## config.mk

```make
export PLATFORM = sky130hd
export DESIGN_NAME = text_command_motor_controller_core
export DESIGN_NICKNAME = d
export VERILOG_FILES = /design/src/tcmc_pkg.sv /design/src/tcmc_ram.sv /design/src/text_command_motor_controller_core.sv
export SDC_FILE = /design/constraint.sdc
export NUM_CORES = 1
export LEC_CHECK = 0
export ABC_AREA = 1
export BUFFER_PORTS_ARGS = -buffer_cell sky130_fd_sc_hd__buf_2
export CORE_MARGIN = 2
export CORE_UTILIZATION = 56
export DETAILED_ROUTE_END_ITERATION = 16
export GPL_TIMING_DRIVEN = 0
export PLACE_DENSITY = 0.77
export SLEW_MARGIN = 10
export SYNTH_ARGS = -nofsm -noshare
export SYNTH_HDL_FRONTEND = slang
export SYNTH_SLANG_ARGS = --single-unit
```

## constraint.sdc

```tcl
create_clock -name clk_i -period 2.3 [get_ports clk_i]
set_clock_uncertainty 0.05 [all_clocks]
set_input_delay 0.23 -clock clk_i [delete_from_list [all_inputs] [get_ports clk_i]]
set_output_delay 0.23 -clock clk_i [all_outputs]
set_load 0.1 [all_outputs]
```

## src/tcmc_pkg.sv

```systemverilog
// Shared types, constants and word table of the text command motor controller.
package tcmc_pkg;

  // Command codes in table order; unknown text takes the last code.
  typedef enum logic [3:0] {
    CMD_START    = 4'd0,
    CMD_STOP     = 4'd1,
    CMD_FORWARD  = 4'd2,
    CMD_REVERSE  = 4'd3,
    CMD_ZERO     = 4'd4,
    CMD_FIRST    = 4'd5,
    CMD_SECOND   = 4'd6,
    CMD_THIRST   = 4'd7,
    CMD_THOURTH  = 4'd8,
    CMD_FOURTH   = 4'd9,
    CMD_UNKNOWN  = 4'd10
  } cmd_e;

  localparam int unsigned NumWords  = 10;
  localparam int unsigned WordBytes = 16;
  localparam int unsigned PosW      = 7;
  localparam logic [7:0]  Terminator = 8'h3B;
  localparam logic [2:0]  TopSpeed   = 3'd4;

  // Command words, left aligned and padded with zero bytes.
  localparam logic [WordBytes*8-1:0] WordTable [NumWords] = '{
    {"start",              88'h0},
    {"stop",               96'h0},
    {"forward",            72'h0},
    {"reverse",            72'h0},
    {"zero",    "_speed",  48'h0},
    {"first",   "_speed",  40'h0},
    {"second",  "_speed",  32'h0},
    {"thirst",  "_speed",  32'h0},
    {"thourth", "_speed",  24'h0},
    {"fourth",  "_speed",  32'h0}
  };

  // Character of a command word at a position; zero past its end.
  function automatic logic [7:0] word_char(input int unsigned widx,
                                           input logic [PosW-1:0] pos);
    logic [7:0] res;
    int unsigned sh;
    res = 8'h00;
    sh  = 0;
    if (int'(pos) < int'(WordBytes)) begin
      sh  = 8 * (WordBytes - 1 - int'(pos));
      res = WordTable[widx][sh +: 8];
    end
    return res;
  endfunction

  // One-hot speed select; zero at speed 0.
  function automatic logic [3:0] speed_onehot(input logic [2:0] lvl);
    logic [3:0] res;
    res = 4'b0000;
    if (lvl >= 3'd1 && lvl <= TopSpeed) begin
      res = 4'b0001 << (lvl - 3'd1);
    end
    return res;
  endfunction

endpackage

```

## src/tcmc_ram.sv

```systemverilog
// Generic single write port RAM with registered read.
module tcmc_ram #(
  parameter int unsigned Width = 8,
  parameter int unsigned Depth = 15
) (
  input  logic                     clk_i,
  input  logic                     we_i,
  input  logic [$clog2(Depth)-1:0] waddr_i,
  input  logic [Width-1:0]         wdata_i,
  input  logic                     re_i,
  input  logic [$clog2(Depth)-1:0] raddr_i,
  output logic [Width-1:0]         rdata_o
);

  logic [Width-1:0] mem_q [Depth];
  logic [Width-1:0] rdata_q;

  // Write on enable, register read data.
  always_ff @(posedge clk_i) begin
    if (we_i) begin
      mem_q[waddr_i] <= wdata_i;
    end
    if (re_i) begin
      rdata_q <= mem_q[raddr_i];
    end
  end

  assign rdata_o = rdata_q;

endmodule

```

## src/text_command_motor_controller_core.sv

```systemverilog
// Text command motor controller: stores received text, decodes it on ';', ramps speed.
// An ordinary byte is stored while room is left and gives no result.
// A terminator starts a scan that compares the stored bytes up to the first zero (one read a cycle),
// then gives up to four pulse items and one status item, one a cycle while out_ready_i.
// The next byte is accepted the cycle after the status item is registered.
// Reset clears flags, speed and text length; the text memory is not cleared.
module text_command_motor_controller_core #(
  parameter int unsigned MAX_TEXT = 15
) (
  input  logic       clk_i,
  input  logic       rst_ni,
  input  logic       in_valid_i,
  output logic       in_ready_o,
  input  logic [7:0] rx_byte_i,
  output logic       out_valid_o,
  input  logic       out_ready_i,
  output logic       step_up_o,
  output logic       step_down_o,
  output logic       drive_forward_o,
  output logic       drive_reverse_o,
  output logic [3:0] speed_lines_o,
  output logic [3:0] command_code_o,
  output logic       last_o
);

  localparam int unsigned LenW  = $clog2(MAX_TEXT + 1);
  localparam int unsigned AddrW = $clog2(MAX_TEXT);

  typedef enum logic [1:0] {
    ST_IDLE,
    ST_SCAN,
    ST_EMIT
  } state_e;

  state_e                        state_q, state_d;
  logic [LenW-1:0]               len_q, len_d;
  logic [LenW-1:0]               iss_idx_q, iss_idx_d;
  logic [LenW-1:0]               cmp_idx_q, cmp_idx_d;
  logic                          rd_pend_q, rd_pend_d;
  logic [tcmc_pkg::NumWords-1:0] match_q, match_d;
  tcmc_pkg::cmd_e                code_q, code_d;
  logic                          tgt_valid_q, tgt_valid_d;
  logic [2:0]                    tgt_q, tgt_d;
  logic [3:0]                    old_lines_q, old_lines_d;
  logic                          running_q, running_d;
  logic                          reversed_q, reversed_d;
  logic [2:0]                    speed_q, speed_d;
  logic                          out_valid_q, out_valid_d;
  logic                          step_up_q, step_up_d;
  logic                          step_down_q, step_down_d;
  logic                          fwd_q, fwd_d;
  logic                          rev_q, rev_d;
  logic [3:0]                    lines_q, lines_d;
  logic [3:0]                    out_code_q, out_code_d;
  logic                          last_q, last_d;

  logic                          ram_we;
  logic                          ram_re;
  logic [7:0]                    ram_rdata;
  logic [tcmc_pkg::NumWords-1:0] char_hit;
  logic [tcmc_pkg::NumWords-1:0] final_hit;
  tcmc_pkg::cmd_e                found_code;
  logic                          scan_done;
  logic                          out_free;
  logic                          run_next;

  // Text memory: written from the input, read back during the scan.
  tcmc_ram #(
    .Width (8),
    .Depth (MAX_TEXT)
  ) u_text_ram (
    .clk_i   (clk_i),
    .we_i    (ram_we),
    .waddr_i (len_q[AddrW-1:0]),
    .wdata_i (rx_byte_i),
    .re_i    (ram_re),
    .raddr_i (iss_idx_q[AddrW-1:0]),
    .rdata_o (ram_rdata)
  );

  // Compare the byte under test against every word, pick the first full match.
  always_comb begin
    found_code = tcmc_pkg::CMD_UNKNOWN;
    for (int unsigned w = 0; w < tcmc_pkg::NumWords; w++) begin
      char_hit[w]  = tcmc_pkg::word_char(w, tcmc_pkg::PosW'(cmp_idx_q)) == ram_rdata;
      final_hit[w] = match_q[w] &&
                     (tcmc_pkg::word_char(w, tcmc_pkg::PosW'(cmp_idx_q)) == 8'h00);
    end
    for (int w = tcmc_pkg::NumWords - 1; w >= 0; w--) begin
      if (final_hit[w]) begin
        found_code = tcmc_pkg::cmd_e'(4'(w));
      end
    end
  end

  assign scan_done = (rd_pend_q && ram_rdata == 8'h00) ||
                     (!rd_pend_q && cmp_idx_q == len_q);
  assign out_free  = !out_valid_q || out_ready_i;
  assign run_next  = (code_q == tcmc_pkg::CMD_STOP) ? 1'b0 : running_q;

  // Next state: store, scan, then emit pulses and status.
  always_comb begin
    state_d     = state_q;
    len_d       = len_q;
    iss_idx_d   = iss_idx_q;
    cmp_idx_d   = cmp_idx_q;
    rd_pend_d   = rd_pend_q;
    match_d     = match_q;
    code_d      = code_q;
    tgt_valid_d = tgt_valid_q;
    tgt_d       = tgt_q;
    old_lines_d = old_lines_q;
    running_d   = running_q;
    reversed_d  = reversed_q;
    speed_d     = speed_q;
    out_valid_d = out_valid_q;
    step_up_d   = step_up_q;
    step_down_d = step_down_q;
    fwd_d       = fwd_q;
    rev_d       = rev_q;
    lines_d     = lines_q;
    out_code_d  = out_code_q;
    last_d      = last_q;
    ram_we      = 1'b0;
    ram_re      = 1'b0;

    // Drop the output item once taken.
    if (out_valid_q && out_ready_i) begin
      out_valid_d = 1'b0;
    end

    case (state_q)
      ST_IDLE: begin
        if (in_valid_i) begin
          if (rx_byte_i == tcmc_pkg::Terminator) begin
            iss_idx_d = '0;
            cmp_idx_d = '0;
            rd_pend_d = 1'b0;
            match_d   = '1;
            state_d   = ST_SCAN;
          end else if (len_q < LenW'(MAX_TEXT)) begin
            ram_we = 1'b1;
            len_d  = len_q + LenW'(1);
          end
        end
      end

      ST_SCAN: begin
        if (scan_done) begin
          // Decode and apply the command.
          code_d      = found_code;
          len_d       = '0;
          rd_pend_d   = 1'b0;
          old_lines_d = tcmc_pkg::speed_onehot(speed_q);
          tgt_valid_d = 1'b0;
          tgt_d       = 3'd0;
          case (found_code)
            tcmc_pkg::CMD_START:   running_d = 1'b1;
            tcmc_pkg::CMD_STOP:    tgt_valid_d = 1'b1;
            tcmc_pkg::CMD_FORWARD: reversed_d = 1'b0;
            tcmc_pkg::CMD_REVERSE: reversed_d = 1'b1;
            tcmc_pkg::CMD_ZERO:    tgt_valid_d = 1'b1;
            tcmc_pkg::CMD_FIRST: begin
              tgt_valid_d = 1'b1;
              tgt_d       = 3'd1;
            end
            tcmc_pkg::CMD_SECOND: begin
              tgt_valid_d = 1'b1;
              tgt_d       = 3'd2;
            end
            tcmc_pkg::CMD_THIRST: begin
              tgt_valid_d = 1'b1;
              tgt_d       = 3'd3;
            end
            tcmc_pkg::CMD_FOURTH: begin
              tgt_valid_d = 1'b1;
              tgt_d       = tcmc_pkg::TopSpeed;
            end
            default: begin
            end
          endcase
          state_d = ST_EMIT;
        end else begin
          // Compare the returned byte, issue the next read.
          if (rd_pend_q) begin
            match_d   = match_q & char_hit;
            cmp_idx_d = cmp_idx_q + LenW'(1);
          end
          if (iss_idx_q < len_q) begin
            ram_re    = 1'b1;
            iss_idx_d = iss_idx_q + LenW'(1);
            rd_pend_d = 1'b1;
          end else begin
            rd_pend_d = 1'b0;
          end
        end
      end

      ST_EMIT: begin
        if (out_free) begin
          out_valid_d = 1'b1;
          out_code_d  = code_q;
          rev_d       = reversed_q;
          if (tgt_valid_q && speed_q != tgt_q) begin
            // Pulse item: one speed step.
            step_up_d   = speed_q < tgt_q;
            step_down_d = speed_q > tgt_q;
            speed_d     = (speed_q > tgt_q) ? speed_q - 3'd1 : speed_q + 3'd1;
            fwd_d       = running_q && !reversed_q;
            rev_d       = running_q && reversed_q;
            lines_d     = old_lines_q;
            last_d      = 1'b0;
          end else begin
            // Status item closes the command.
            running_d   = run_next;
            step_up_d   = 1'b0;
            step_down_d = 1'b0;
            fwd_d       = run_next && !reversed_q;
            rev_d       = run_next && reversed_q;
            lines_d     = tcmc_pkg::speed_onehot(speed_q);
            last_d      = 1'b1;
            state_d     = ST_IDLE;
          end
        end
      end

      default: state_d = ST_IDLE;
    endcase
  end

  // Hold state, flags and the output register.
  always_ff @(posedge clk_i or negedge rst_ni) begin
    if (!rst_ni) begin
      state_q     <= ST_IDLE;
      len_q       <= '0;
      iss_idx_q   <= '0;
      cmp_idx_q   <= '0;
      rd_pend_q   <= 1'b0;
      match_q     <= '0;
      code_q      <= tcmc_pkg::CMD_UNKNOWN;
      tgt_valid_q <= 1'b0;
      tgt_q       <= 3'd0;
      old_lines_q <= 4'd0;
      running_q   <= 1'b0;
      reversed_q  <= 1'b0;
      speed_q     <= 3'd0;
      out_valid_q <= 1'b0;
      step_up_q   <= 1'b0;
      step_down_q <= 1'b0;
      fwd_q       <= 1'b0;
      rev_q       <= 1'b0;
      lines_q     <= 4'd0;
      out_code_q  <= 4'd0;
      last_q      <= 1'b0;
    end else begin
      state_q     <= state_d;
      len_q       <= len_d;
      iss_idx_q   <= iss_idx_d;
      cmp_idx_q   <= cmp_idx_d;
      rd_pend_q   <= rd_pend_d;
      match_q     <= match_d;
      code_q      <= code_d;
      tgt_valid_q <= tgt_valid_d;
      tgt_q       <= tgt_d;
      old_lines_q <= old_lines_d;
      running_q   <= running_d;
      reversed_q  <= reversed_d;
      speed_q     <= speed_d;
      out_valid_q <= out_valid_d;
      step_up_q   <= step_up_d;
      step_down_q <= step_down_d;
      fwd_q       <= fwd_d;
      rev_q       <= rev_d;
      lines_q     <= lines_d;
      out_code_q  <= out_code_d;
      last_q      <= last_d;
    end
  end

  assign in_ready_o      = state_q == ST_IDLE;
  assign out_valid_o     = out_valid_q;
  assign step_up_o       = step_up_q;
  assign step_down_o     = step_down_q;
  assign drive_forward_o = fwd_q;
  assign drive_reverse_o = rev_q;
  assign speed_lines_o   = lines_q;
  assign command_code_o  = out_code_q;
  assign last_o          = last_q;

endmodule

```

======== Yosys cells after proc, flatten, opt, wreduce, memory -nomap -nowiden ========
Memories as Yosys holds them, arrays and structs flattened. A register that Yosys moved wholly into a read port is not among the register bits.
Cells that the tools add are included.
word-level totals
  bits in registers ....................... 56
  bits in writable memories ............... 120
  bits of input ports ..................... 12
  output and inout bits ................... 15
  memories kept ........................... 1
memory list
  name              words  width  read ports  clocked after Yosys merged registers in  write ports  line            source
  u_text_ram.mem_q  15     8      1           1                                        1            tcmc_ram.sv:15  logic [Width-1:0] mem_q [Depth];
operators by class
  $add $sub $neg .......................... 6
  magnitude comparators ................... 6
  equality and inequality tests ........... 35
  shift operators ......................... 11
  muxes and demuxes ....................... 66
  bitwise operators ....................... 1
  reduce and logical (&&, ||, !) cells .... 51
operator list
  cell                                                         number
  indexed part select 128 x 33 -> 8 bit, first input constant  10
  logical NOT 8 bit                                            11
  == test 8 bit                                                10
  2-to-1 mux 4 bit                                             20
  2-to-1 mux 10 bit                                            4
  2-to-1 mux 1 bit                                             25
  AND reduction 5 bit                                          5
  one-hot mux 4 bit (2 select lines)                           3
  one-hot mux 10 bit (2 select lines)                          1
  logical AND 1 bit                                            19
  == test 4 x 3 -> 1 bit, second input constant                4
  inequality test 2 bit, second input constant                 8
  2-to-1 mux 2 bit                                             7
  adder 4 x 1 -> 4 bit, second input constant                  3
  one-hot mux 3 bit (4 select lines)                           1
  bitwise AND 10 bit                                           1
  AND reduction 3 bit                                          3
  == test 4 x 1 -> 1 bit, second input constant                2
  == test 4 x 2 -> 1 bit, second input constant                2
  == test 8 x 6 -> 1 bit, second input constant                1
  inequality test 2 x 1 -> 1 bit, second input constant        3
  one-hot mux 1 bit (2 select lines)                           3
  one-hot mux 2 bit (3 select lines)                           1
  nonzero test 2 bit                                           3
  22 further kinds                                             26

======== Longest topological paths before layout ========
Gate-level depths: netlist of run 1.
  depth in word-level cells ............... 18
  depth in mapped cells ................... 18
  depth with buffers taken out ............ 18

======== Cells and area by module ========
A second synthesis of run 1 with hierarchy kept.
unflattened totals
  cells, all modules ...................... 1112
  area, all modules ....................... 9793.1 µm²
modules (own cells, without submodules)
  module                              instances  cells each  area each (µm²)
  tcmc_ram                            1          509         5435.2
  text_command_motor_controller_core  1          603         4357.9

======== Least setup slack after synthesis of run 1 ========
OpenSTA, ideal clock, no wires.
  path type ............................... register to register
  start point ............................. register state_q[0]
  end point ............................... memory u_text_ram.mem_q[0][0] (enable)
  library setup time ...................... 273 ps
  arrival ................................. 2655 ps
  data required time ...................... 1977 ps
  slack ................................... -678 ps
  stages on the path, launching flop included .. 9
  buffers on the path ..................... 0
  period minus slack after synthesis ...... 2978 ps
  path through ............................ dfrtp_1 -> nor2_1 -> inv_1 -> nor3_1 -> a211oi_1 -> nand2_1 -> inv_1 -> nand2_1 -> nor2_1
between the ends
  longest elaborated chain between the ends .. 4
ends and longest elaborated chain
  what                                    line                                       source
  start: declaration                      text_command_motor_controller_core.sv:35   state_e state_q, state_d;
  start signal: assignment                text_command_motor_controller_core.sv:256  state_q <= state_d;
  logical NOT 2 bit                       --
  via in_ready_o                          text_command_motor_controller_core.sv:13   output logic in_ready_o,
  2-to-1 mux 1 bit                        text_command_motor_controller_core.sv:132  case (state_q)
  2-to-1 mux 1 bit                        tcmc_ram.sv:20                             if (we_i) begin
  2-to-1 mux 1 bit (implied by the code)  tcmc_ram.sv:21                             mem_q[waddr_i] <= wdata_i;
  end: declaration                        tcmc_ram.sv:15
The timed path passes the listed nets, and every way through them passes these cells.

======== Worst setup path after layout of run 1 ========
  start point ............................. register cmp_idx_q[1]
  end point ............................... register reversed_q
between the ends
  longest elaborated chain between the ends .. 17
ends and longest elaborated chain
  what                                   line                                       source
  start: declaration                     text_command_motor_controller_core.sv:38   logic [LenW-1:0] cmp_idx_q, cmp_idx_d;
  start signal: assignment               text_command_motor_controller_core.sv:259  cmp_idx_q <= cmp_idx_d;
  subtractor 4 x 4 -> 5 bit              tcmc_pkg.sv:47                             sh = 8 * (WordBytes - 1 - int'(pos));
  indexed part select 128 x 33 -> 8 bit  tcmc_pkg.sv:48                             res = WordTable[widx][sh +: 8];
  logical NOT 8 bit                      text_command_motor_controller_core.sv:87   (tcmc_pkg::word_char(w, tcmc_pkg::PosW'(cmp_idx_q)) == 8'h00);
  logical AND 1 bit                      text_command_motor_controller_core.sv:86   final_hit[w] = match_q[w] &&
  2-to-1 mux 2 bit (2 in a row)          text_command_motor_controller_core.sv:90   if (final_hit[w]) begin
  2-to-1 mux 4 bit (8 in a row)          text_command_motor_controller_core.sv:90
  == test 4 x 2 -> 1 bit                 text_command_motor_controller_core.sv:157  case (found_code)
  nonzero test 2 bit (no line)           --
  AND reduction 3 bit (no line)          --
  end signal: assignment                 text_command_motor_controller_core.sv:267  reversed_q <= reversed_d;
  end: declaration                       text_command_motor_controller_core.sv:46   logic reversed_q, reversed_d;
Parallel ways exist; a longest one is shown, timed or not.
A chain may end at the register's enable or synchronous reset.

==> results of run 1 <==
through the flow:
| stage | cell area (µm²) | utilization, % | setup slack [ns] |
|---|---|---|---|
| after global placement | 9627 | 60.17 | -0.6110 |
| after CTS | 10710 | 66.91 | 0.003457 |
| after floorplan | 9226 | - | 0.05864 |
| after global routing | 10840 | 67.77 | -0.04855 |
| final | 10840 | 67.77 | 0.07432 |
| after detailed placement | 9634 | 60.21 | -0.6062 |
where the power goes:
part	internal [W]	switching [W]	total [W]	leakage [nW]
Sequential	0.00393	0.000190	0.00413	1.86
Clock	0.00144	0.00139	0.00284	0.276
Combinational	0.00109	0.00246	0.00355	2.22
Total	0.00647	0.00404	0.0105	4.36
flip-flops by register name (all words and copies together) (netlist names), 2 cells and up:
| name | count |
|---|---|
| u_text_ram.mem_q | 120 |
| match_q | 10 |
| u_text_ram.rdata_o | 8 |
| cmp_idx_q | 4 |
| code_q | 4 |
| command_code_o | 4 |
| iss_idx_q | 4 |
| len_q | 4 |
| old_lines_q | 4 |
| speed_lines_o | 4 |
| speed_q | 3 |
| tgt_q | 3 |
| state_q | 2 |
logic make-up (layout without fill, tap and decap cells):
family | after synthesis | in the layout | synth area share (%)
muxes | 1 | 1 | 0.1086
DFF | 184 | 184 | 56.92
adders and majority gates | 27 | 27 | 3.664
buffers and inverters | 114 | 193 | 5.402
and+or+nand+nor | 387 | 387 | 18.05
xor gates and xnor gates | 34 | 34 | 3.230
AOI/OAI and AO/OA | 193 | 193 | 12.62
timing repair:
item                       CTS  global route
cloned                       0             0
pin swaps                   14             5
gates resized for setup     49            44
hold buffers                 2             0
buffers inserted            17             3
hold endpoints to repair    55             0
setup endpoints to repair  144           146
placed cells by master (no fill, tap or decap), drive strengths merged, types with 9 or more instances in the layout:
cell type / netlist / final
buf: 16 / 62
nor2: 86 / 86
dfrtp: 54 / 54
nand3: 51 / 51
nand4: 14 / 14
clkbuf: 22 / 38
ha: 27 / 27
nor3: 12 / 12
o21ai: 98 / 98
o221ai: 11 / 11
nand2: 215 / 215
o2111ai: 12 / 12
a21oi: 35 / 35
edfxtp: 128 / 128
o22ai: 9 / 9
inv: 74 / 80
xor2: 34 / 34
critical path: cells and delay by family, from the launching register on:
| family | cells | cell delay (ns) |
|---|---|---|
| AO/OA/AOI/OAI | 3 | 0.46 |
| flip-flops | 1 | 0.45 |
| adder cells (fa/ha/maj) | 1 | 0.19 |
| buffers and inverters | 2 | 0.23 |
| AND/OR/NAND/NOR | 7 | 0.77 |
worst max-delay path by stage:
stage / cells past startpoint / end
after floorplan: 6 / u_text_ram.mem_q[11][0]
after global placement: 6 / u_text_ram.mem_q[7][5]
after detailed placement: 6 / u_text_ram.mem_q[3][5]
after CTS: 7 / u_text_ram.rdata_o[4]
after global routing: 14 / reversed_q
final: 13 / reversed_q
cell type report:
| type | count | area [µm²] |
|---|---|---|
| Buffer | 37 | 211.5 |
| Clock buffer | 17 | 425.4 |
| Clock inverter | 15 | 156.4 |
| Fill cell | 1213 | 5157 |
| Inverter | 76 | 309.0 |
| Multi-Input combinational cell | 642 | 3740 |
| Sequential cell | 184 | 5253 |
| Tap cell | 216 | 270.3 |
| Timing Repair Buffer | 48 | 478.0 |
layer usage:
| layer | track usage, % | wire length [µm] |
|---|---|---|
| met2 | 48.12 | 12050 |
| met5 | 0 | 0 |
| met4 | 15.05 | 1083 |
| met1 | 37.38 | 10000 |
| met3 | 5.613 | 1868 |
==> results_dict.tcl, run 1 <==
set metrics [dict create \
    max_slew_margin_pct 50.10 \
    required_time_of_the_critical_path_ns 2.61 \
    ff2ff_setup_slack_ns 0.07 \
    fin_crit_ns 2.226 \
    cts_max_level 4 \
    cts_tree "yes" \
    ys.flop_type "sky130_fd_sc_hd__edfxtp_1" \
    run_status "complete, no violations" \
    portBuffers 26 \
    wl_um 25000 \
    clock_insertion_delay_worst_skew_ns 0.44 \
    critPathArrivalTime_ns 2.54 \
    first_global_vias 7228 \
    yosysUniqueCellTypes 50 \
    hold_class "in -> reg" \
    grt_start_max_net_pins 57 \
    synth.net_count 979 \
    placement_rows 46 \
    report.final.slew_viol_count 0 \
    worstMarginPinSlew_ns 0.7484 \
    max-vdd-ir-drop_mv 0.6890 \
    synth.most_common_cell "sky130_fd_sc_hd__nand2_1" \
    wirelength_per_cell_um 20.24 \
    hold_end "u_text_ram.mem_q[10][2]" \
    floorplan.die.width_um 132.3 \
    synth-edff-count 128 \
    timing.max_cap.violations 0 \
    post-route-period-util_pct 96.77 \
    critical_path.reg2reg.endpoint "reversed_q" \
    antenna_found_initial 0 \
    clock_sink_count 184 \
    grt.total_usage_pct 29.34 \
    drc 0 \
    synth_largest_type_area_fraction_pct 41.69 \
    hold-worst-slack_ns 0.1300 \
    drive_gt1_share_pct 18.94 \
    worst_case_clock_buffer_depth 2 \
    post_drt_via_cell_ratio 6.089 \
    globalplace.congestion 0.9811 \
    power_per_unit_of_standard_cell_area_mw_per_mm2 969.2 \
    worst_path_max_delay_cell "sky130_fd_sc_hd__dfrtp_2" \
    crit_path_max_fanout 4 \
    placed_instances 1182 \
    global_route.overflow_total 0 \
    drt_first_pass_iters 5 \
    crit_top_cell "sky130_fd_sc_hd__nand2_2" \
    setup_repair_after_global_routing_missed_its_margin "yes" \
    timing.critical_path.cells "buf_4, ha_2, nand2_2, inv_2, o21ai_2, nand3b_1, nand2_2, o21bai_1, nand2_2, nand3_2, nor2_2, nor2_1, a21oi_1" \
    max_freq_mhz 449.3 \
    vertical_die_dimension_um 132.3 \
    start_kind "flip-flop" \
    mappedNetlistArea_mm2 0.009219 \
    antenna_cells 0 \
    layout.nets 1045 \
    ctsRootBufferMaster "sky130_fd_sc_hd__clkbuf_16" \
    cp_slowest_stage_delay_ns 0.45 \
    timing.setup.critical_path_class "reg -> reg" \
    synth.yosys.seq_area_share_pct 56.92 \
    synth.top_cells.by_count "206 x sky130_fd_sc_hd__nand2_1, 128 x sky130_fd_sc_hd__edfxtp_1, 85 x sky130_fd_sc_hd__o21ai_0" \
    cellLeakagePower_nw 4.357 \
    antenna_violating_nets_post_route 0 \
    startpoint "cmp_idx_q[1]" \
    synth_top_area_cell "sky130_fd_sc_hd__edfxtp_1" \
    area_growth_pct 17.62 \
    number_of_endpoints_failing_setup_at_the_final_stage 0 \
    final_hold_viol_count 0 \
    yosys_warnings 0 \
    post_synth_main_area_contributors "sky130_fd_sc_hd__edfxtp_1 42%, sky130_fd_sc_hd__dfrtp_1 15%, sky130_fd_sc_hd__nand2_1 8.4%, sky130_fd_sc_hd__o21ai_0 4.6%, sky130_fd_sc_hd__ha_1 3.7%" \
    reg_clk_slew_reported_paths_ns 0.08 \
    timing.hold.worst.start "rx_byte_i[2]" \
    hold_depth 1 \
    report.power.total_w 0.01051 \
    final_cell_count_no_fill 1235 \
    reg2reg_depth 13 \
    totalNegativeSetupSlack_ns 0 \
    initial_core_util_pct 57.62 \
    async_flop_share_pct 30.43 \
    grt_first_pass_wirelength_um 39180 \
    worst_setup_path_end_kind "flip-flop" \
    regToRegStartpoint "cmp_idx_q[1]" \
    vias 7520 \
    initialDrtViolationCount 962 \
    num_io_pins 27 \
    design.die.area_mm2 0.01750 \
    cts_buffers 17 \
    synth-seq-cells 184 \
    post_dp_hpwl_um 16340 \
    syn-instance-count 940 \
    core_area_mm2 0.01600 \
    synthesis.area_per_instance_um2 9.807 \
]
Note: power is estimated with default switching activity, not from simulation.
==> run 2, diff against run 1 <==
- CORE_UTILIZATION: 56 -> 50
- PLACE_DENSITY: 0.77 -> 0.7
==> run 2 against run 1 <==
Net effect: clock-buffer cell count did not move; via count is 2.0% lower; setup slack worse by 0.041 ns; die area grew 12%; sequential cell count unchanged; sequential share of layout area down 0.45 points; non-clock buffer count is 7 higher; final cell count rose by 1.6%; utilization fell by 7.0 points; critical endpoint is now tgt_q[1]; first-iteration DRC count shrank 8.7%.
==> results_dict.tcl, run 2 (synthesis results as in run 1) <==
set metrics [dict create \
    run_status "complete, no violations" \
    core_area_mm2 0.01802 \
    post_placement_worst_setup_slack_ns -0.7247 \
    globalplace.congestion 0.9474 \
    area_growth_pct 18.73 \
    critical_path.reg2reg.endpoint "tgt_q[1]" \
    drc 0 \
    first_global_vias 7042 \
    worstSetupEndpoint "tgt_q[1]" \
    num_io_pins 27 \
    max_freq_mhz 441.2 \
    cts_max_level 4 \
    wl_um 25040 \
    post_drt_via_cell_ratio 5.873 \
    registers.top_by_ff_count "u_text_ram.mem_q" \
    max_slew_margin_pct 52.35 \
    initialDrtViolationCount 878 \
    regArea_mm2 0.005253 \
    cp_slowest_stage_delay_ns 0.44 \
    cellInternalPower_w 0.006515 \
    wirelength_per_cell_um 19.96 \
    reg2reg_depth 13 \
    grt_start_max_net_pins 57 \
    hold-worst-slack_ns 0.1285 \
    power_switching_w 0.004116 \
    crit_top_cell "sky130_fd_sc_hd__nand2_2" \
    reg_clk_slew_reported_paths_ns 0.08 \
    multi_input_combinational_cell_area_mm2 0.003775 \
    final_hold_viol_count 0 \
    required_time_of_the_critical_path_ns 2.61 \
    number_of_endpoints_failing_setup_at_the_final_stage 0 \
    vias 7370 \
    combinationalPowerShare_pct 33.7 \
    timing.critical_path.cells "buf_6, buf_4, ha_2, nand2_2, inv_2, o21ai_2, nand3b_1, nand2_2, o21bai_4, nand2_2, nand3_4, buf_4, o22ai_1" \
    cts_buffers 17 \
    drt_first_pass_iters 5 \
    vertical_die_dimension_um 139.8 \
    timing.setup.critical_path_class "reg -> reg" \
    regToRegStartpoint "cmp_idx_q[1]" \
    grt_first_pass_wirelength_um 38980 \
    power_per_unit_of_standard_cell_area_mw_per_mm2 971.3 \
    fin_crit_ns 2.266 \
    finalInstanceArea_mm2 0.01095 \
    crit_path_max_fanout 4 \
    clock_insertion_delay_worst_skew_ns 0.44 \
    clock_sink_count 184 \
    finalCoreUtilization_pct 60.72 \
    timing.max_cap.violations 0 \
    cellLeakagePower_nw 4.403 \
    antenna_found_initial 0 \
    cts_tree "yes" \
    timing.hold.worst.start "rx_byte_i[2]" \
    post-route-worst-setup-slack_ns 0.03357 \
    hold_class "in -> reg" \
    start_kind "flip-flop" \
    placement_rows 49 \
    ff2ff_setup_slack_ns 0.03 \
    setup_repair_after_global_routing_missed_its_margin "yes" \
    floorplan.die.width_um 139.8 \
    max-vdd-ir-drop_mv 0.6173 \
    seq_power_share_pct 38.8 \
    antenna_cells 0 \
    sw_frac_of_total_pct 38.71 \
    grt.total_usage_pct 25.87 \
    worstMarginPinSlew_ns 0.7082 \
    critPathArrivalTime_ns 2.58 \
    antenna_violating_nets_post_route 0 \
    ctsRootBufferMaster "sky130_fd_sc_hd__clkbuf_16" \
    placedInstanceArea_mm2 0.009656 \
    report.final.slew_viol_count 0 \
    portBuffers 26 \
    initial_core_util_pct 51.15 \
    drive_gt1_share_pct 19.79 \
    worst_path_max_delay_cell "sky130_fd_sc_hd__dfrtp_2" \
    final_common_cell "sky130_fd_sc_hd__nand2_1" \
    global_route.overflow_total 0 \
    post-route-period-util_pct 98.54 \
    post_dp_hpwl_um 16900 \
    number_of_flip_flops_under_the_largest_register_name 120 \
    design.die.area_mm2 0.01954 \
    worst_case_clock_buffer_depth 2 \
    power.share.clock_pct 27.5 \
    fillerInstances 1455 \
    worst_setup_path_end_kind "flip-flop" \
    final_cell_mix "190 x sky130_fd_sc_hd__nand2_1, 128 x sky130_fd_sc_hd__edfxtp_1, 83 x sky130_fd_sc_hd__o21ai_0" \
    layout.nets 1052 \
    startpoint "cmp_idx_q[1]" \
]
==> run 2: changes by cell type in the layout (fill, tap and decap cells not counted), moves of 2 or more <==
cell | before | now
sky130_fd_sc_hd__buf_6 | 4 | 6
sky130_fd_sc_hd__nor2_2 | 5 | 2
sky130_fd_sc_hd__clkinv_8 | 3 | 6
sky130_fd_sc_hd__ha_1 | 21 | 23
sky130_fd_sc_hd__buf_4 | 10 | 18
sky130_fd_sc_hd__nand2_2 | 13 | 20
sky130_fd_sc_hd__nor2_4 | 15 | 18
sky130_fd_sc_hd__inv_8 | 4 | 1
sky130_fd_sc_hd__buf_12 | 14 | 11
sky130_fd_sc_hd__ha_2 | 4 | 2
sky130_fd_sc_hd__nand2_1 | 197 | 190
==> run 2: area by class of cell <==
cell class / instances / share of cell area, %
flip-flops and latches: 184 / 47.99
multi-input cells: 642 / 34.49
repair buffers: 55 / 4.538
clock buffers: 17 / 3.887
inverters: 76 / 2.846
well taps: 229 / 2.618
plain buffers: 37 / 1.966
clock inverters: 15 / 1.669
==> run 2: worst min-delay path by stage <==
stage                                         to  slack, ns  cells past startpoint
final                     u_text_ram.mem_q[9][2]       0.13                      1
after global routing      u_text_ram.mem_q[9][1]       0.13                      1
after CTS                 u_text_ram.mem_q[9][1]       0.13                      1
after detailed placement              match_q[5]       0.29                      1
after global placement               out_valid_o       0.38                      2
after floorplan                     cmp_idx_q[0]      -0.12                      0
==> run 2: critical path, delay by kind of cell (launching register included) <==
family / cells / cell delay [ns]
flops: 1 / 0.44
simple gates: 5 / 0.55
fa+ha+maj: 1 / 0.18
compound gates: 3 / 0.47
buf+inv: 4 / 0.48
==> run 2: per-stage QoR <==
step / setup TNS, ns / instances / power (W)
CTS: 0 / 1250 / 0.01037
detailed placement: -72.26 / 1195 / 0.007112
global route: -0.4126 / 1255 / 0.01111
floorplan: 0 / 940 / 0.006201
finish: 0 / 1255 / 0.01063
global placement: -58.51 / 1195 / 0.007061
==> run 2: power groups by stage <==
stage	Combinational, W	Sequential (W)	Clock (W)
after floorplan	0.00197	0.00423	0
after global placement	0.00288	0.00418	0
after detailed placement	0.00293	0.00419	0
after CTS	0.00331	0.00411	0.00294
after global routing	0.00389	0.00416	0.00307
final	0.00358	0.00413	0.00292
==> run 2: layer usage <==
metal / vias to the layer above / track usage (%) / routed length, µm
met2: 342 / 42.46 / 12110
met4: 0 / 10.21 / 815
met3: 57 / 3.751 / 1587
met5: - / 0 / 0
met1: 3526 / 34.89 / 10530
li1: 3445 / - / -
==> run 2: repair_timing <==
item                                    4_1_cts  5_1_grt
cloned                                        0        0
gates resized for setup                      50       54
endpoints found under the hold margin        55        0
endpoints found under the setup margin      140      149
hold buffers                                  2        0
pin swaps                                    16       10
buffers inserted                             22        5
==> run 3, diff against run 2 <==
- REMOVE_ABC_BUFFERS: not set -> 1
==> run 3 against run 2 <==
Net effect: sequential cell count stayed put; global-route usage decreased by 2.5 points; final area is 1.8% lower; setup slack improved by 0.061 ns; critical path depth decreased by 1; clock power is essentially flat; sequential share of layout area is 0.98 points higher; maximum frequency is 2.7% higher; critical endpoint is now tgt_q[2]; largest cell class unchanged; largest power group unchanged.
==> results_dict.tcl, run 3 (synthesis results as in run 1) <==
set metrics [dict create \
    run_status "complete, no violations" \
    grt_start_max_net_pins 57 \
    regToRegStartpoint "cmp_idx_q[3]" \
    worst_case_clock_buffer_depth 2 \
    final_common_cell "sky130_fd_sc_hd__nand2_1" \
    seq_power_share_pct 40.6 \
    antenna_violating_nets_post_route 0 \
    grt.total_usage_pct 23.39 \
    portBuffers 26 \
    timing.setup.critical_path_class "reg -> reg" \
    fillerInstances 1448 \
    wirelength_per_cell_um 18.56 \
    clock_insertion_delay_worst_skew_ns 0.44 \
    worstMarginPinSlew_ns 0.6927 \
    startpoint "cmp_idx_q[3]" \
    post-route-period-util_pct 95.91 \
    vias 6994 \
    cellInternalPower_w 0.006539 \
    wl_um 22690 \
    ctsRootBufferMaster "sky130_fd_sc_hd__clkbuf_16" \
    global_route.overflow_total 0 \
    floorplan.die.width_um 139.8 \
    power_switching_w 0.003931 \
    post-route-worst-setup-slack_ns 0.09415 \
    max_freq_mhz 453.3 \
    critPathArrivalTime_ns 2.52 \
    clock_sink_count 184 \
    post_placement_worst_setup_slack_ns -0.5958 \
    drc 0 \
    cpLargestDelayFamily "simple AND/OR/NAND/NOR gates" \
    grt_use_met3_pct 4.405 \
    worst_setup_path_end_kind "flip-flop" \
    globalRoute.busiestLayer "met2" \
    use_met1_pct 31.26 \
    cp_slowest_stage_delay_ns 0.58 \
    max_slew_margin_pct 53.39 \
    cts_buffers 17 \
    num_io_pins 27 \
    cts_max_level 4 \
    reg_clk_slew_reported_paths_ns 0.08 \
    registers.top_by_ff_count "u_text_ram.mem_q" \
    vertical_die_dimension_um 139.8 \
    finalCoreUtilization_pct 59.64 \
    antenna_found_initial 0 \
    report.final.slew_viol_count 0 \
    cellLeakagePower_nw 4.300 \
    fin_crit_ns 2.206 \
    timing.max_cap.violations 0 \
    globalplace.congestion 0.9294 \
    design.die.area_mm2 0.01954 \
    start_kind "flip-flop" \
    antenna_cells 0 \
    number_of_endpoints_failing_setup_at_the_final_stage 0 \
    max-vdd-ir-drop_mv 0.6155 \
    power.share.clock_pct 28.2 \
    first_global_vias 6602 \
    drive_gt1_share_pct 18.31 \
    timing.critical_path.cells "buf_12, nor2_8, inv_4, nor2_1, inv_1, o21ai_2, nor3_2, nand2_1, nand2_2, nor2_4, nand3_1, o21ai_1" \
    grt_first_pass_wirelength_um 35430 \
    met2_usage_grt_pct 38.23 \
    drt_first_pass_iters 8 \
    placement_rows 49 \
    post_drt_via_cell_ratio 5.719 \
    core_area_mm2 0.01802 \
    number_of_flip_flops_under_the_largest_register_name 120 \
    required_time_of_the_critical_path_ns 2.61 \
    cts_tree "yes" \
    sw_frac_of_total_pct 37.55 \
    worst_path_max_delay_cell "sky130_fd_sc_hd__dfrtp_4" \
    area_growth_pct 16.61 \
    post_dp_hpwl_um 14820 \
    final_hold_viol_count 0 \
    hold_class "in -> reg" \
    timing.hold.worst.start "rx_byte_i[0]" \
    critPathBufInv 3 \
    setup_repair_after_global_routing_missed_its_margin "yes" \
    power_per_unit_of_standard_cell_area_mw_per_mm2 974.0 \
    crit_path_max_fanout 12 \
    initialDrtViolationCount 699 \
    initial_core_util_pct 51.15 \
    combinationalPowerShare_pct 31.2 \
    final_cell_mix "197 x sky130_fd_sc_hd__nand2_1, 128 x sky130_fd_sc_hd__edfxtp_1, 84 x sky130_fd_sc_hd__o21ai_0" \
    layout.nets 1020 \
]
run 3: changes by cell type in the layout (fill, tap and decap cells not counted), moves of 5 or more:
cell / change
sky130_fd_sc_hd__buf_6: -5
sky130_fd_sc_hd__clkbuf_2: -9
sky130_fd_sc_hd__clkbuf_1: -13
sky130_fd_sc_hd__nand2_2: -9
sky130_fd_sc_hd__dfrtp_1: -5
sky130_fd_sc_hd__nand2_1: +7
sky130_fd_sc_hd__buf_2: -7
sky130_fd_sc_hd__buf_4: +5
run 3: through the flow:
stage                     std cells  setup TNS, ns  hold WS (ns)  total power [W]  instance area, µm²
after floorplan                 902         -90.40       -0.1156         0.006103                9014
after global placement         1157         -88.14        0.3764         0.006911                9430
after detailed placement       1159         -72.79        0.2873         0.006967                9474
after CTS                      1202        -0.6141        0.1422          0.01020               10430
after global routing           1223      -0.005889        0.1516          0.01100               10750
final                          1223              0        0.1462          0.01047               10750
run 3: path summary, 6_finish.rpt:
check	endpoint	slack, ns	cells after the start
worst max-delay path	tgt_q[2]	0.09	12
worst min-delay path	u_text_ram.mem_q[8][0]	0.15	1
min in group asynchronous	match_q[5]	0.33	2
worst min register to register	match_q[1]	0.42	2
worst max register to register	tgt_q[2]	0.09	12
max in group asynchronous	cmp_idx_q[2]	1.32	2
run 3: timing repair:
action,in CTS,in global routing
buffers inserted,9,21
setup endpoints to repair,163,153
gates resized for setup,60,35
hold endpoints to repair,55,0
hold buffers,2,0
pin swaps,9,9
run 3: power groups by stage:
| stage | Combinational [W] | Sequential [W] | Clock, W |
|---|---|---|---|
| after floorplan | 0.00177 | 0.00434 | 0 |
| after global placement | 0.00256 | 0.00435 | 0 |
| after detailed placement | 0.00266 | 0.00431 | 0 |
| after CTS | 0.00297 | 0.00424 | 0.00299 |
| after global routing | 0.00356 | 0.00428 | 0.00316 |
| final | 0.00327 | 0.00425 | 0.00295 |
run 3: area by class of cell:
| class | count | area (µm²) | area share [%] |
|---|---|---|---|
| repair buffers | 60 | 509.2 | 4.737 |
| clock inverters | 15 | 183.9 | 1.711 |
| clock buffers | 17 | 425.4 | 3.957 |
| multi-input cells | 642 | 3764 | 35.01 |
| flip-flops and latches | 184 | 5264 | 48.96 |
| well taps | 229 | 286.5 | 2.665 |
| inverters | 76 | 317.8 | 2.956 |
run 3: metal layers:
metal | routed length (µm) | vias up
li1 | - | 3382
met1 | 9511 | 3248
met2 | 10890 | 307
met3 | 1536 | 57
met4 | 758 | 0
met5 | 0 | -
